$ cat src/design/glpd_pkg.sv
// Package with the types, constants and register indexes of the grid line projection detector.
`timescale 1ns / 1ps
`default_nettype none
package glpd_pkg;

  localparam int MAX_WIDTH  = 2048;
  localparam int MAX_HEIGHT = 2048;
  localparam int CNT_LIMIT  = 4095;

  localparam int CNT_W      = 12;
  localparam int COL_ADDR_W = $clog2(MAX_WIDTH);
  localparam int ROW_NUM_W  = 11;
  localparam int QUERY_W    = 11;
  localparam int DIST_W     = 18;
  localparam int CFG_IDX_W  = 3;
  localparam int CFG_DATA_W = 18;

  localparam logic [CNT_W-1:0] COL_CAP =
    CNT_W'(MAX_HEIGHT < CNT_LIMIT ? MAX_HEIGHT : CNT_LIMIT);
  localparam logic [CNT_W-1:0] ROW_CAP =
    CNT_W'(MAX_WIDTH < CNT_LIMIT ? MAX_WIDTH : CNT_LIMIT);
  localparam logic [COL_ADDR_W-1:0] COL_LAST = COL_ADDR_W'(MAX_WIDTH - 1);

  localparam logic [CFG_IDX_W-1:0] CFG_REF_RED   = 3'd0;
  localparam logic [CFG_IDX_W-1:0] CFG_REF_GREEN = 3'd1;
  localparam logic [CFG_IDX_W-1:0] CFG_REF_BLUE  = 3'd2;
  localparam logic [CFG_IDX_W-1:0] CFG_DIST_SQ   = 3'd3;
  localparam logic [CFG_IDX_W-1:0] CFG_COL_MIN   = 3'd4;
  localparam logic [CFG_IDX_W-1:0] CFG_ROW_MIN   = 3'd5;

  localparam logic OP_PIXEL    = 1'b0;
  localparam logic OP_READ_COL = 1'b1;

  typedef struct packed {
    logic                 opcode;
    logic [7:0]           red;
    logic [7:0]           green;
    logic [7:0]           blue;
    logic                 first_row;
    logic                 end_of_row;
    logic [QUERY_W-1:0]   query_column;
  } glpd_in_t;

  typedef struct packed {
    logic                 is_line_pixel;
    logic                 row_complete;
    logic [ROW_NUM_W-1:0] row_number;
    logic                 row_is_line;
    logic [CNT_W-1:0]     column_count;
    logic                 column_is_line;
  } glpd_out_t;

  typedef struct packed {
    logic [7:0]           ref_red;
    logic [7:0]           ref_green;
    logic [7:0]           ref_blue;
    logic [DIST_W-1:0]    dist_sq_limit;
    logic [CNT_W-1:0]     col_min_count;
    logic [CNT_W-1:0]     row_min_count;
  } glpd_cfg_t;

  typedef struct packed {
    logic                  we;
    logic [COL_ADDR_W-1:0] addr;
    logic [CNT_W-1:0]      data;
  } glpd_mem_wr_t;

endpackage
`default_nettype wire

$ cat src/design/glpd_cfg_regs.sv
// Configuration register bank of the grid line projection detector.
`timescale 1ns / 1ps
`default_nettype none
module glpd_cfg_regs (
  input  wire logic                          clk,
  input  wire logic                          rst_n,
  input  wire logic                          cfg_we,
  input  wire logic [glpd_pkg::CFG_IDX_W-1:0]  cfg_addr,
  input  wire logic [glpd_pkg::CFG_DATA_W-1:0] cfg_wdata,
  output glpd_pkg::glpd_cfg_t                cfg
);
  import glpd_pkg::*;

  glpd_cfg_t cfg_r;
  glpd_cfg_t cfg_nxt;

  always_comb begin
    cfg_nxt = cfg_r;
    if (cfg_we) begin
      case (cfg_addr)
        CFG_REF_RED:   cfg_nxt.ref_red       = cfg_wdata[7:0];
        CFG_REF_GREEN: cfg_nxt.ref_green     = cfg_wdata[7:0];
        CFG_REF_BLUE:  cfg_nxt.ref_blue      = cfg_wdata[7:0];
        CFG_DIST_SQ:   cfg_nxt.dist_sq_limit = cfg_wdata[DIST_W-1:0];
        CFG_COL_MIN:   cfg_nxt.col_min_count = cfg_wdata[CNT_W-1:0];
        CFG_ROW_MIN:   cfg_nxt.row_min_count = cfg_wdata[CNT_W-1:0];
        default:       cfg_nxt = cfg_r;
      endcase
    end
  end

  always_ff @(posedge clk) begin
    if (!rst_n) begin
      cfg_r.ref_red       <= 8'd149;
      cfg_r.ref_green     <= 8'd149;
      cfg_r.ref_blue      <= 8'd148;
      cfg_r.dist_sq_limit <= DIST_W'(3600);
      cfg_r.col_min_count <= '0;
      cfg_r.row_min_count <= '0;
    end else begin
      cfg_r <= cfg_nxt;
    end
  end

  assign cfg = cfg_r;

endmodule
`default_nettype wire

$ cat config.mk
export PLATFORM = sky130hd
export DESIGN_NAME = glpd_cfg_regs
export DESIGN_NICKNAME = d
export VERILOG_FILES = /design/src/design/glpd_pkg.sv /design/src/design/glpd_cfg_regs.sv
export SDC_FILE = /design/constraint.sdc
export NUM_CORES = 1
export LEC_CHECK = 0
export ABC_AREA = 1
export BUFFER_PORTS_ARGS = -buffer_cell sky130_fd_sc_hd__clkbuf_2
export CELL_PAD_IN_SITES_DETAIL_PLACEMENT = 0
export CELL_PAD_IN_SITES_GLOBAL_PLACEMENT = 1
export CORE_ASPECT_RATIO = 0.5
export CORE_MARGIN = 4
export CORE_UTILIZATION = 31
export DETAILED_ROUTE_END_ITERATION = 16
export GPL_ROUTABILITY_DRIVEN = 0
export PLACE_DENSITY_LB_ADDON = 0.1
export RECOVER_POWER = 100
export SYNTH_ARGS = -nofsm -noshare
export SYNTH_HDL_FRONTEND = slang
export SYNTH_SLANG_ARGS = --single-unit
$ cat constraint.sdc
create_clock -name clk -period 0.8 [get_ports clk]
set_input_delay 0.08 -clock clk [delete_from_list [all_inputs] [get_ports clk]]
set_output_delay 0.08 -clock clk [all_outputs]
set_load 0.03 [all_outputs]
==> reports/results.tsv <==
metric	value	unit
outcome	finished, violations left	
violations	negative setup slack	
hold_violations	0	
path_clk_slew	50	ps
seq_area_frac_synth	50.4	%
timing.hold.ws	20.7	ps
cellPowerDensity	1880	mW/mm2
io_buffer_count	89	
min_to	cfg[58]	
start_util	32.3	%
cts_tree	done	
period_needed	893	ps
worst_setup_path_start_kind	register	
critPathMaxStageDelay	360	ps
worstPathMaxFanout	2	
p_int	6.19	mW
drive_gt1_share	41.7	%
grt_pass1_wl	13600	um
ys_seq_elements	66	
synth.avg_cell_area	6.95	um2
period_share	112	%
place_inst	583	
rows	23	
reg2reg_depth	3	
grt_start_max_net_pins	43	
totalNegativeSetupSlack	-4280	ps
r2r-start	cfg[64]	
yosys.cell_types.count	12	
drtPass1Iterations	4	
fin_skew	0	ps
r2r-end	cfg[64]	
required	720	ps
setup_ws	-93.0	ps
final_cell_count_no_fill	611	
num_antenna_cells	0	
cp.arrival	810	ps
pwr-share-clk	42.2	%
routedWlPerCell	13.9	um
multi_input_area	0.00113	mm2
pwr-share-seq	42.3	%
final_core_util	54.9	%
drt_wl_total	8500	um
num-nets-final	518	
ctsRootBufferMaster	clkbuf_16	
grt.total_usage	17.2	%
syn_area	0.00262	mm2
seqCellArea	0.00140	mm2
cp_cell_sequence	buf_8	
r2r_slack	70	ps
die_w	138	um
cts-root-to-sink-buffers	2	
clock-sinks	66	
rsz0062_at_grt	yes	
tightest_slew	351	ps
swShare	25.9	%
largest_register_ffs	66	
max_freq	1120	MHz
setup_viol	66	
core	0.00812	mm2
p_total	8.36	mW
p_leak	2.08	nW
ys_warn_count	0	
comb_power_share	15.5	%
holdCritPathClass	in -> reg	
holdPathStages	3	
ant_nets	0	
syn-num-nets	401	
drv_slew	0	
slew_headroom	76.5	%
placed_cell_area	0.00334	mm2
viasPerCell	4.47	
cts_made_buffers	9	
first_iter_violations	196	
antenna_found_initial	0	
fill_cells	790	
die_area	0.0101	mm2
clock_latency	320	ps
grt-ovfl-total	0	
num_vias	2731	
path_class	reg -> out	
drcViolationCount	0	
final_area	0.00446	mm2
grt_pass1_vias	2744	
worst-path-buf-inv	1	
ios	90	
crit_family	flip-flops	
cap_violations	0	
min-delay-start	cfg_wdata[0]	
syn2layout_area_growth	70.1	%
critical-path-slowest-cell	dfxtp_2	
h-tree-depth	3	
place_hpwl	5960	um
crit_path_end_kind	output port	
synthCells	377	
p_sw	2.16	mW
ir_worst_vdd	1090	uV
place_ws	-329	ps
die_y	73.0	um
cell usage in the layout, fill, tap and decap left out, types with 5 or more instances in the layout:
master / count
nor2_1: 104
nand2_1: 91
nand3_1: 66
dfxtp_2: 66
buf_8: 66
buf_4: 24
inv_1: 23
clkbuf_2: 22
clkbuf_16: 9
clkbuf_1: 6
nor2_2: 5
Yosys cell counts:
cell | instances | share of area (%)
nand3_1 | 66 | 13
nor2_2 | 2 | 0.48
buf_1 | 3 | 0.43
nor2_4 | 1 | 0.43
buf_6 | 2 | 0.86
nand2_1 | 91 | 13
nor2_1 | 109 | 16
buf_2 | 8 | 1.5
clkbuf_1 | 2 | 0.29
buf_4 | 3 | 0.86
inv_1 | 24 | 3.4
dfxtp_1 | 66 | 50
worst max-delay path by stage:
stage | cells past startpoint | from | endpoint | slack (ps)
3_5_place_dp | 6 | cfg_addr[0] | cfg[59] | -330
3_3_place_gp | 8 | cfg_addr[0] | cfg[21] | -270
2_1_floorplan | 5 | cfg_addr[1] | cfg[17] | 10
5_1_grt | 1 | cfg[7] | cfg[7] | -120
4_1_cts | 1 | cfg[51] | cfg[51] | -120
6_report | 1 | cfg[51] | cfg[51] | -90
kinds of logic (layout without fill, tap and decap cells):
family | Yosys count | count (layout) | share of synthesized area [%]
AND/OR/NAND/NOR | 269 | 269 | 42.2
buffers and inverters | 42 | 164 | 7.40
flip-flops | 66 | 66 | 50.4
final cells by class:
class,instances,area share [%]
sequential,66,31.5
clock inverter,2,0.281
clock buffer,14,5.70
timing repair buffer,124,32.0
multi-input combinational,269,25.3
inverter,24,2.02
tap,112,3.15
timing repair:
action	4_1_cts	5_1_grt
hold endpoints to repair	1	0
buffers inserted	6	4
hold buffers	1	0
pin swaps	0	0
endpoints found under the setup margin	66	111
resized for setup	198	80
cloned	0	2
metal layers:
layer | up-vias | wire length, um | track usage (%)
met5 | - | 0 | 0
met2 | 70 | 4010 | 28.6
met3 | 2 | 619 | 6.41
li1 | 1402 | - | -
met1 | 1257 | 3850 | 22.0
met4 | 0 | 17 | 3.29
power by group through the flow:
stage / logic, mW / registers [mW] / clock network (mW)
after floorplan: 0.412 / 3.76 / 0
after global routing: 1.41 / 3.55 / 3.79
after detailed placement: 1.05 / 3.54 / 0
after CTS: 1.24 / 3.51 / 3.63
final: 1.29 / 3.54 / 3.52
after global placement: 1.04 / 3.54 / 0
Note: power is estimated with default switching activity, not from simulation.
