===== config.mk =====
export PLATFORM = sky130hd
export DESIGN_NAME = glpd_color_match
export DESIGN_NICKNAME = d
export VERILOG_FILES = /design/src/design/glpd_pkg.sv /design/src/design/glpd_color_match.sv
export SDC_FILE = /design/constraint.sdc
export NUM_CORES = 1
export LEC_CHECK = 0
export ABC_AREA = 1
export ABC_CLOCK_PERIOD_IN_PS = 24800
export BUFFER_PORTS_ARGS = -buffer_cell sky130_fd_sc_hd__buf_2
export CORE_UTILIZATION = 49
export DETAILED_ROUTE_END_ITERATION = 7
export PLACE_DENSITY = 0.69
export SETUP_SLACK_MARGIN = 0.4
export SYNTH_ARGS = -nofsm -noshare
export SYNTH_HDL_FRONTEND = slang
export SYNTH_SLANG_ARGS = --single-unit
export TNS_END_PERCENT = 5

===== constraint.sdc =====
create_clock -name vclk -period 24.8
set_clock_uncertainty 0.2 [all_clocks]
set_input_delay 1.24 -clock vclk [all_inputs]
set_output_delay 1.24 -clock vclk [all_outputs]
set_load 0.02 [all_outputs]

===== src/design/glpd_pkg.sv =====
// Package with the types, constants and register indexes of the grid line projection detector.
`timescale 1ns / 1ps
`default_nettype none
package glpd_pkg;

  localparam int MAX_WIDTH  = 2048;
  localparam int MAX_HEIGHT = 2048;
  localparam int CNT_LIMIT  = 4095;

  localparam int CNT_W      = 12;
  localparam int COL_ADDR_W = $clog2(MAX_WIDTH);
  localparam int ROW_NUM_W  = 11;
  localparam int QUERY_W    = 11;
  localparam int DIST_W     = 18;
  localparam int CFG_IDX_W  = 3;
  localparam int CFG_DATA_W = 18;

  localparam logic [CNT_W-1:0] COL_CAP =
    CNT_W'(MAX_HEIGHT < CNT_LIMIT ? MAX_HEIGHT : CNT_LIMIT);
  localparam logic [CNT_W-1:0] ROW_CAP =
    CNT_W'(MAX_WIDTH < CNT_LIMIT ? MAX_WIDTH : CNT_LIMIT);
  localparam logic [COL_ADDR_W-1:0] COL_LAST = COL_ADDR_W'(MAX_WIDTH - 1);

  localparam logic [CFG_IDX_W-1:0] CFG_REF_RED   = 3'd0;
  localparam logic [CFG_IDX_W-1:0] CFG_REF_GREEN = 3'd1;
  localparam logic [CFG_IDX_W-1:0] CFG_REF_BLUE  = 3'd2;
  localparam logic [CFG_IDX_W-1:0] CFG_DIST_SQ   = 3'd3;
  localparam logic [CFG_IDX_W-1:0] CFG_COL_MIN   = 3'd4;
  localparam logic [CFG_IDX_W-1:0] CFG_ROW_MIN   = 3'd5;

  localparam logic OP_PIXEL    = 1'b0;
  localparam logic OP_READ_COL = 1'b1;

  typedef struct packed {
    logic                 opcode;
    logic [7:0]           red;
    logic [7:0]           green;
    logic [7:0]           blue;
    logic                 first_row;
    logic                 end_of_row;
    logic [QUERY_W-1:0]   query_column;
  } glpd_in_t;

  typedef struct packed {
    logic                 is_line_pixel;
    logic                 row_complete;
    logic [ROW_NUM_W-1:0] row_number;
    logic                 row_is_line;
    logic [CNT_W-1:0]     column_count;
    logic                 column_is_line;
  } glpd_out_t;

  typedef struct packed {
    logic [7:0]           ref_red;
    logic [7:0]           ref_green;
    logic [7:0]           ref_blue;
    logic [DIST_W-1:0]    dist_sq_limit;
    logic [CNT_W-1:0]     col_min_count;
    logic [CNT_W-1:0]     row_min_count;
  } glpd_cfg_t;

  typedef struct packed {
    logic                  we;
    logic [COL_ADDR_W-1:0] addr;
    logic [CNT_W-1:0]      data;
  } glpd_mem_wr_t;

endpackage
`default_nettype wire


===== src/design/glpd_color_match.sv =====
// Squared color distance test that classes a pixel as a grid line pixel.
`timescale 1ns / 1ps
`default_nettype none
module glpd_color_match (
  input  wire glpd_pkg::glpd_in_t  pix,
  input  wire glpd_pkg::glpd_cfg_t cfg,
  output logic                     hit
);
  import glpd_pkg::*;

  logic [7:0]        d_r, d_g, d_b;
  logic [15:0]       sq_r, sq_g, sq_b;
  logic [DIST_W-1:0] dist_sq;

  assign d_r = (pix.red   > cfg.ref_red)   ? pix.red   - cfg.ref_red   : cfg.ref_red   - pix.red;
  assign d_g = (pix.green > cfg.ref_green) ? pix.green - cfg.ref_green
                                           : cfg.ref_green - pix.green;
  assign d_b = (pix.blue  > cfg.ref_blue)  ? pix.blue  - cfg.ref_blue  : cfg.ref_blue  - pix.blue;

  assign sq_r = 16'(d_r) * 16'(d_r);
  assign sq_g = 16'(d_g) * 16'(d_g);
  assign sq_b = 16'(d_b) * 16'(d_b);

  assign dist_sq = DIST_W'(sq_r) + DIST_W'(sq_g) + DIST_W'(sq_b);
  assign hit     = dist_sq < cfg.dist_sq_limit;

endmodule
`default_nettype wire


==> run summary, run 1 <==
Hold WC Path Type = in -> out
Synthesized area = 8650 sq um
Vias in the first global route = 6921
Worst setup SP type = input pin
CP Max Fanout = 9
Placed Cells = 1454
FF+latch area = 0 sq um
Starting Density = 50.0%
Setup TNS = 0 ns
Layout area overhead = 6.48%
Largest stage delay on the critical path = 0.57 ns
Initial antenna violation count = 0
Number of max-cap violations = 0
Chip height = 135 um
Unique masters post-synth = 38
Fmax = 0.0920 GHz
Post-synthesis simple-gate area fraction = 22.2%
Remaining DRCs = 0
# diodes = 0
Area of the die = 18200 sq um
Overflow after GRT = 0
Post-synthesis sequential area ratio = 0%
Clock buf count = 0
Period utilization = 43.8%
Setup-failing EPs final = 0
Slowest CP cell = fa_1
Layout Cells excl Fill = 1454
CP endpoint kind = output port
HPWL Detailed = 16200 um
Routability congestion estimate from global placement = 0.886
Crit path from = pix[13]
Core area = 17300 sq um
Routed Antenna Nets = 0
Compound-cell area share of the yosys netlist = 6.41%
Drt wl/cell = 12.2 um
Critical path class = in -> out
Worst EP required = 23.36 ns
Total track usage = 21.2%
Xor-xnor portion of the synthesized cell area = 2.73%
DRT Pass-1 Iters = 5
Largest net degree at the start of global routing = 11
Synth warn = 0
Detailed Route Iter0 Violations = 272
Synth Area in Adders = 52.6%
Postcts setup bufs = 0
Largest family of logic cells by synthesized area = adder cells
Share of post-route cells with drive strength above 1 = 13.2%
# fillers = 1726
Crit path DAT = 9.43 ns
Std cell rows = 48
Final Routed Wirelength = 17700 um
Final Hold Viols = 0
Buffers on Ports = 67
Seq_cells = 0
Num ports = 105
Avg Cell Area, Syn = 7.39 sq um
Die X = 135 um
Worst-margin pin slew = 0.632 ns
CP most frequent cell = fa_1
Syn_nets = 1554
Hold wc startpoint = cfg[24]
RSZ-0062 raised after global routing = false
Mapped Cells = 1170
Quantity of hold-fixing buffers added after cts = 0
Global-route wire length before repair = 31300 um
Post-synthesis mux area share = 0%
Vias/cell = 4.78
Post-cts resize count = 0
Nets = 1615
Status = finished clean
Final core utilization = 53.2%
Min Tclk post-route = 10.87 ns
DR vias = 6950
Pins Over Slew Limit = 0
Slew Limit Headroom = 57.9%
stage by stage:
step / worst slack (ns) / area [sq um] / hold WS, ns
after floorplan: 14.97 / 8650 / 2.71
after global placement: 13.94 / 9210 / 2.83
after detailed placement: 13.90 / 9210 / 2.83
after CTS: 13.89 / 9210 / 2.83
after global routing: 13.27 / 9210 / 2.90
final: 13.93 / 9210 / 2.82
cell usage in the layout, fill, tap and decap left out, types with 5 or more instances in the layout:
master,instances
nand3_1,37
nand2_1,204
nand4_1,11
xnor2_1,10
fa_1,139
nand2_2,23
inv_1,330
buf_2,67
ha_1,141
o21a_1,7
inv_4,6
o21ai_0,15
a21oi_1,41
inv_2,16
xor2_1,17
o21bai_1,8
nor2_4,6
nor3_1,5
nand2_4,16
nor2_2,16
nor2_1,88
metal layers:
| layer | up-vias | routed length, um | track usage [%] |
|---|---|---|---|
| li1 | 3565 | - | - |
| met1 | 3228 | 7960 | 28.4 |
| met2 | 136 | 8810 | 38.7 |
| met3 | 21 | 637 | 0.901 |
| met4 | 0 | 272 | 3.00 |
| met5 | - | 0 | 0 |
cells by family after synthesis:
kind of cell             count (synthesis)
AO/OA/AOI/OAI                           90
adder cells (fa/ha/maj)                280
XOR/XNOR                                27
buffers and inverters                  360
AND/OR/NAND/NOR                        413
worst max-delay path, delay by kind of cell:
family,cells,cell delay [ns]
adders and majority gates,10,4.77
AOI/OAI and AO/OA,1,0.23
buffers and inverters,9,0.95
and+or+nand+nor,18,2.22
path summary, 6_finish.rpt:
check                 endpoint  slack, ns  cells past startpoint
worst max-delay path       hit      13.93                     38
worst min-delay path       hit       2.82                      6
cell usage after synthesis (2+ instances only):
cell	count	area, sq um
o21a_1	7	52.6
nand2_2	23	144
o21ai_0	15	75.1
a21oi_1	41	205
inv_2	16	60.1
or2_2	2	12.5
xnor2_1	10	87.6
nor2_4	6	67.6
nand3_1	37	185
fa_1	139	2780
nand4_1	11	68.8
o21ai_1	4	20.0
nor2_2	16	100
ha_1	141	1760
buf_2	3	15.0
inv_1	330	1240
buf_4	4	30.0
xor2_1	17	149
nor3_1	5	25.0
nor2_1	88	330
a21o_1	4	30.0
inv_4	6	37.5
nand2_4	16	180
o21ai_4	2	32.5
a21oi_2	3	26.3
o21bai_1	8	60.1
nand2_1	204	766
o21ai_2	2	17.5
layout make-up:
class | count | area, sq um | share of cell area, %
Multi-Input combinational cell | 810 | 7260 | 78.8
Tap cell | 225 | 282 | 3.06
Timing Repair Buffer | 67 | 335 | 3.64
Inverter | 352 | 1340 | 14.5
Power of run 1 is left out: the tool's default activity adds up to more than one toggle a clock period on the data nets, which glitch-free logic cannot reach.
==> inputs of run 2 (changes only) <==
--- a/config.mk
+++ b/config.mk
@@ -6,7 +6,7 @@
 export NUM_CORES = 1
 export LEC_CHECK = 0
 export ABC_AREA = 1
-export ABC_CLOCK_PERIOD_IN_PS = 24800
+export ABC_CLOCK_PERIOD_IN_PS = 11000
 export BUFFER_PORTS_ARGS = -buffer_cell sky130_fd_sc_hd__buf_2
 export CORE_UTILIZATION = 49
 export DETAILED_ROUTE_END_ITERATION = 7
==> constraint.sdc (replaced) <==
create_clock -name vclk -period 11
set_clock_uncertainty 0.2 [all_clocks]
set_input_delay 0.55 -clock vclk [all_inputs]
set_output_delay 0.55 -clock vclk [all_outputs]
set_load 0.02 [all_outputs]
==> run 2 against run 1 <==
Clock-buffer cell count is the same. Cell count is the same. Critical path depth is the same. Worst setup slack lost 12 ns. Cell area is the same. Sequential share of layout area is the same. First-iteration DRC count shrank 5.9%. Routed wire length grew 1.3%. Die area is the same. Sequential cell count is the same. Via count grew 0.40%.
==> run summary, run 2 (synthesis gave the netlist of run 1 again) <==
Layout area overhead = 6.48% (unchanged)
Period utilization = 86.5%
Routed Antenna Nets = 0 (unchanged)
Hold wc startpoint = cfg[24] (unchanged)
Total track usage = 21.5% (was 21.2%)
CP endpoint kind = output port (unchanged)
Top Metal Used = met4 (unchanged)
Pins Over Slew Limit = 0 (unchanged)
Final Hold Viols = 0 (unchanged)
Overflow after GRT = 0 (unchanged)
HPWL Detailed = 16400 um (was 16200 um)
Share of post-route cells with drive strength above 1 = 13.2% (unchanged)
Area of the die = 18200 sq um (unchanged)
Slowest CP cell = fa_1 (unchanged)
Largest stage delay on the critical path = 0.57 ns (about the same)
Number of max-cap violations = 0 (unchanged)
Final Routed Wirelength = 17900 um (was 17700 um)
Fmax = 0.105 GHz
Seq_cells = 0 (unchanged)
Buffers on Ports = 67 (unchanged)
Core area = 17300 sq um (unchanged)
Worst-margin pin slew = 0.614 ns (was 0.632 ns)
Post-cts resize count = 0 (unchanged)
Hold Crit Endpoint = hit (unchanged)
Vias/cell = 4.80 (was 4.78)
Largest net degree at the start of global routing = 11 (unchanged)
Num ports = 105 (unchanged)
Detailed Route Iter0 Violations = 256 (was 272)
Status = finished clean (unchanged)
Drt wl/cell = 12.3 um (was 12.2 um)
Starting Density = 50.0% (unchanged)
Setup-failing EPs final = 0 (unchanged)
DR vias = 6978 (was 6950)
Hold depth = 6 (unchanged)
Commonest non-fill, non-tap cell in the layout = inv_1 (unchanged)
Worst setup SP type = input pin (unchanged)
Routability congestion estimate from global placement = 0.896 (was 0.886)
Slew Limit Headroom = 59.1% (was 57.9%)
Most frequent cells in the layout = inv_1 (330), nand2_1 (204), ha_1 (141) (unchanged)
Critical path class = in -> out (unchanged)
Postcts setup bufs = 0 (unchanged)
Met3 wire len = 568 um (was 637 um)
DRT Pass-1 Iters = 5 (unchanged)
Vias in the first global route = 6915 (was 6921)
Die X = 135 um (unchanged)
Remaining DRCs = 0 (unchanged)
Nets = 1615 (unchanged)
Setup TNS = 0 ns (unchanged)
Met2 WL = 9150 um (was 8810 um)
Crit path DAT = 8.76 ns (was 9.43 ns)
Quantity of hold-fixing buffers added after cts = 0 (unchanged)
CP Max Fanout = 9 (unchanged)
Chip height = 135 um (unchanged)
M1 WL = 8020 um (was 7960 um)
Global-route wire length before repair = 31500 um (was 31300 um)
RSZ-0062 raised after global routing = false (unchanged)
Min Tclk post-route = 9.51 ns
Clock buf count = 0 (unchanged)
Hold WC Path Type = in -> out (unchanged)
# diodes = 0 (unchanged)
Initial antenna violation count = 0 (unchanged)
Worst EP required = 10.25 ns (was 23.36 ns)
FF+latch area = 0 sq um (unchanged)
Std cell rows = 48 (unchanged)
-- run 2: cell counts in the layout (fill, tap and decap cells not counted) --
No cell type changed its count.
-- run 2: final cells by class --
type                            count  area (sq um)
Inverter                          352          1340
Timing Repair Buffer               67           335
Fill cell                        1694          8090
Tap cell                          225           282
Multi-Input combinational cell    810          7260
-- run 2: routing by layer --
layer | vias to the layer above | track usage [%]
met3 | 14 | 0.413
met5 | - | 0
met1 | 3255 | 29.0
met2 | 138 | 39.6
li1 | 3571 | -
met4 | 0 | 2.06
-- run 2: worst max path at each step --
stage,start,to,slack [ns],cells past startpoint
6_report,pix[13],hit,1.49,38
5_1_grt,pix[13],hit,0.83,38
4_1_cts,pix[13],hit,1.48,38
3_5_place_dp,pix[13],hit,1.50,38
3_3_place_gp,pix[13],hit,1.53,38
2_1_floorplan,pix[13],hit,2.55,38
-- run 2: critical path, delay by kind of cell --
kind | cells | cell delay, ns
AO/OA/AOI/OAI | 1 | 0.22
buffers and inverters | 9 | 1.04
adder cells (fa/ha/maj) | 10 | 4.76
AND/OR/NAND/NOR | 18 | 2.18
-- run 2: metrics by stage --
step / setup WS (ns) / instances / instance area (sq um) / hold WS (ns) / utilization (%)
after floorplan: 2.55 / 1170 / 8650 / 1.33 / -
after global placement: 1.53 / 1454 / 9210 / 1.47 / 53.2
after detailed placement: 1.50 / 1454 / 9210 / 1.46 / 53.2
after CTS: 1.48 / 1454 / 9210 / 1.47 / 53.2
after global routing: 0.826 / 1454 / 9210 / 1.58 / 53.2
final: 1.49 / 1454 / 9210 / 1.46 / 53.2
Power of run 2 is left out for the same reason.
==> inputs of run 3 (changes only) <==
--- a/config.mk
+++ b/config.mk
@@ -8,9 +8,8 @@
 export ABC_AREA = 1
 export ABC_CLOCK_PERIOD_IN_PS = 11000
 export BUFFER_PORTS_ARGS = -buffer_cell sky130_fd_sc_hd__buf_2
-export CORE_UTILIZATION = 49
+export CORE_UTILIZATION = 25
 export DETAILED_ROUTE_END_ITERATION = 7
-export PLACE_DENSITY = 0.69
 export SETUP_SLACK_MARGIN = 0.4
 export SYNTH_ARGS = -nofsm -noshare
 export SYNTH_HDL_FRONTEND = slang
==> run 3 against run 2 <==
Critical path depth decreased by 3. First-iteration DRC count unchanged. Maximum frequency decreased by 0.65%. Worst setup slack got worse by 0.062 ns. Core utilization decreased by 25 points. Cell count increased by 15%. Global-route usage decreased by 10 points. Worst hold slack got worse by 0.0082 ns. Via count increased by 0.11%. Non-clock buffer count unchanged. Sequential share of layout area unchanged. Largest cell class unchanged.
==> run summary, run 3 (synthesis gave the netlist of run 1 again) <==
Status = finished clean (unchanged)
Final Routed Wirelength = 18400 um (was 17900 um)
CP Max Fanout = 9 (unchanged)
Vias/cell = 4.17 (was 4.80)
Total track usage = 11.1% (was 21.5%)
Final Hold Viols = 0 (unchanged)
Met3 Usage GRT = 0.543% (was 0.413%)
Chip height = 188 um (was 135 um)
Busiest metal layer after global routing = met2 (unchanged)
Die X = 188 um (was 135 um)
# diodes = 0 (unchanged)
Overflow after GRT = 0 (unchanged)
Final core utilization = 28.1% (was 53.2%)
Slew Limit Headroom = 62.6% (was 59.1%)
Largest net degree at the start of global routing = 11 (unchanged)
Worst EP required = 10.25 ns (about the same)
Crit path DAT = 8.83 ns (was 8.76 ns)
FF+latch area = 0 sq um (unchanged)
HPWL Detailed = 17200 um (was 16400 um)
Critical path class = in -> out (unchanged)
Slowest CP cell = ha_1 (was fa_1)
DR vias = 6986 (was 6978)
Fmax = 0.104 GHz (was 0.105 GHz)
Setup-failing EPs final = 0 (unchanged)
Global-route wire length before repair = 32800 um (was 31500 um)
Worst setup SP type = input pin (unchanged)
CP endpoint kind = output port (unchanged)
Most frequent cells in the layout = inv_1 (330), nand2_1 (204), ha_1 (141) (unchanged)
Post-cts resize count = 0 (unchanged)
Quantity of hold-fixing buffers added after cts = 0 (unchanged)
CP most frequent cell = fa_1
Initial antenna violation count = 0 (unchanged)
Share of post-route cells with drive strength above 1 = 13.2% (unchanged)
Largest stage delay on the critical path = 0.63 ns (was 0.57 ns)
Met2 usage = 21.4% (was 39.6%)
Min Tclk post-route = 9.58 ns (was 9.51 ns)
Area of the die = 35300 sq um (was 18200 sq um)
Met1 GRT Util = 13.5% (was 29.0%)
Seq_cells = 0 (unchanged)
Buffers on Ports = 67 (unchanged)
Routed Antenna Nets = 0 (unchanged)
Num ports = 105 (unchanged)
Hold WC Path Type = in -> out (unchanged)
Vias in the first global route = 7391 (was 6915)
RSZ-0062 raised after global routing = false (unchanged)
Remaining DRCs = 0 (unchanged)
Setup TNS = 0 ns (unchanged)
DRT Pass-1 Iters = 4 (was 5)
Pins Over Slew Limit = 0 (unchanged)
Worst-margin pin slew = 0.561 ns (was 0.614 ns)
Routability congestion estimate from global placement = 0.849 (was 0.896)
Starting Density = 25.6% (was 50.0%)
Setup slack after layout = 1.42 ns (was 1.49 ns)
Post-place setup slack = 1.40 ns (was 1.50 ns)
Number of max-cap violations = 0 (unchanged)
Postcts setup bufs = 0 (unchanged)
Period utilization = 87.1% (was 86.5%)
Drt wl/cell = 11.0 um (was 12.3 um)
Core area = 33800 sq um (was 17300 sq um)
Clock buf count = 0 (unchanged)
Detailed Route Iter0 Violations = 256 (unchanged)
Std cell rows = 67 (was 48)
Commonest non-fill, non-tap cell in the layout = inv_1 (unchanged)
Nets = 1615 (unchanged)
Layout area overhead = 9.71% (was 6.48%)
-- run 3: cell counts in the layout (fill, tap and decap cells not counted) --
No cell type changed its count.
-- run 3: metal layers --
metal	vias up	wire length, um
li1	3571	-
met1	3302	7890
met2	97	9610
met3	16	578
met4	0	335
met5	-	0
-- run 3: area by class of cell --
cell class / count / area [sq um]
multi-input cells: 810 / 7260
well taps: 448 / 561
fillers: 3695 / 24300
repair buffers: 67 / 335
inverters: 352 / 1340
-- run 3: worst max-delay path: cells and delay by family --
family                   cells  cell delay [ns]
AO/OA/AOI/OAI                3             0.56
XOR/XNOR                     1             0.17
adder cells (fa/ha/maj)     10             4.92
buffers and inverters        9             1.10
AND/OR/NAND/NOR             12             1.52
-- run 3: final timing paths --
path | depth (start not counted) | slack, ns | startpoint | end
setup / recovery | 35 | 1.42 | pix[13] | hit
hold / removal | 6 | 1.45 | cfg[24] | hit
-- run 3: through the flow --
stage	hold slack (ns)	cells	cell area (sq um)
after floorplan	1.33	1170	8650
after global placement	1.46	1677	9490
after detailed placement	1.47	1677	9490
after CTS	1.47	1677	9490
after global routing	1.54	1677	9490
final	1.45	1677	9490
Power of run 3 is left out for the same reason.
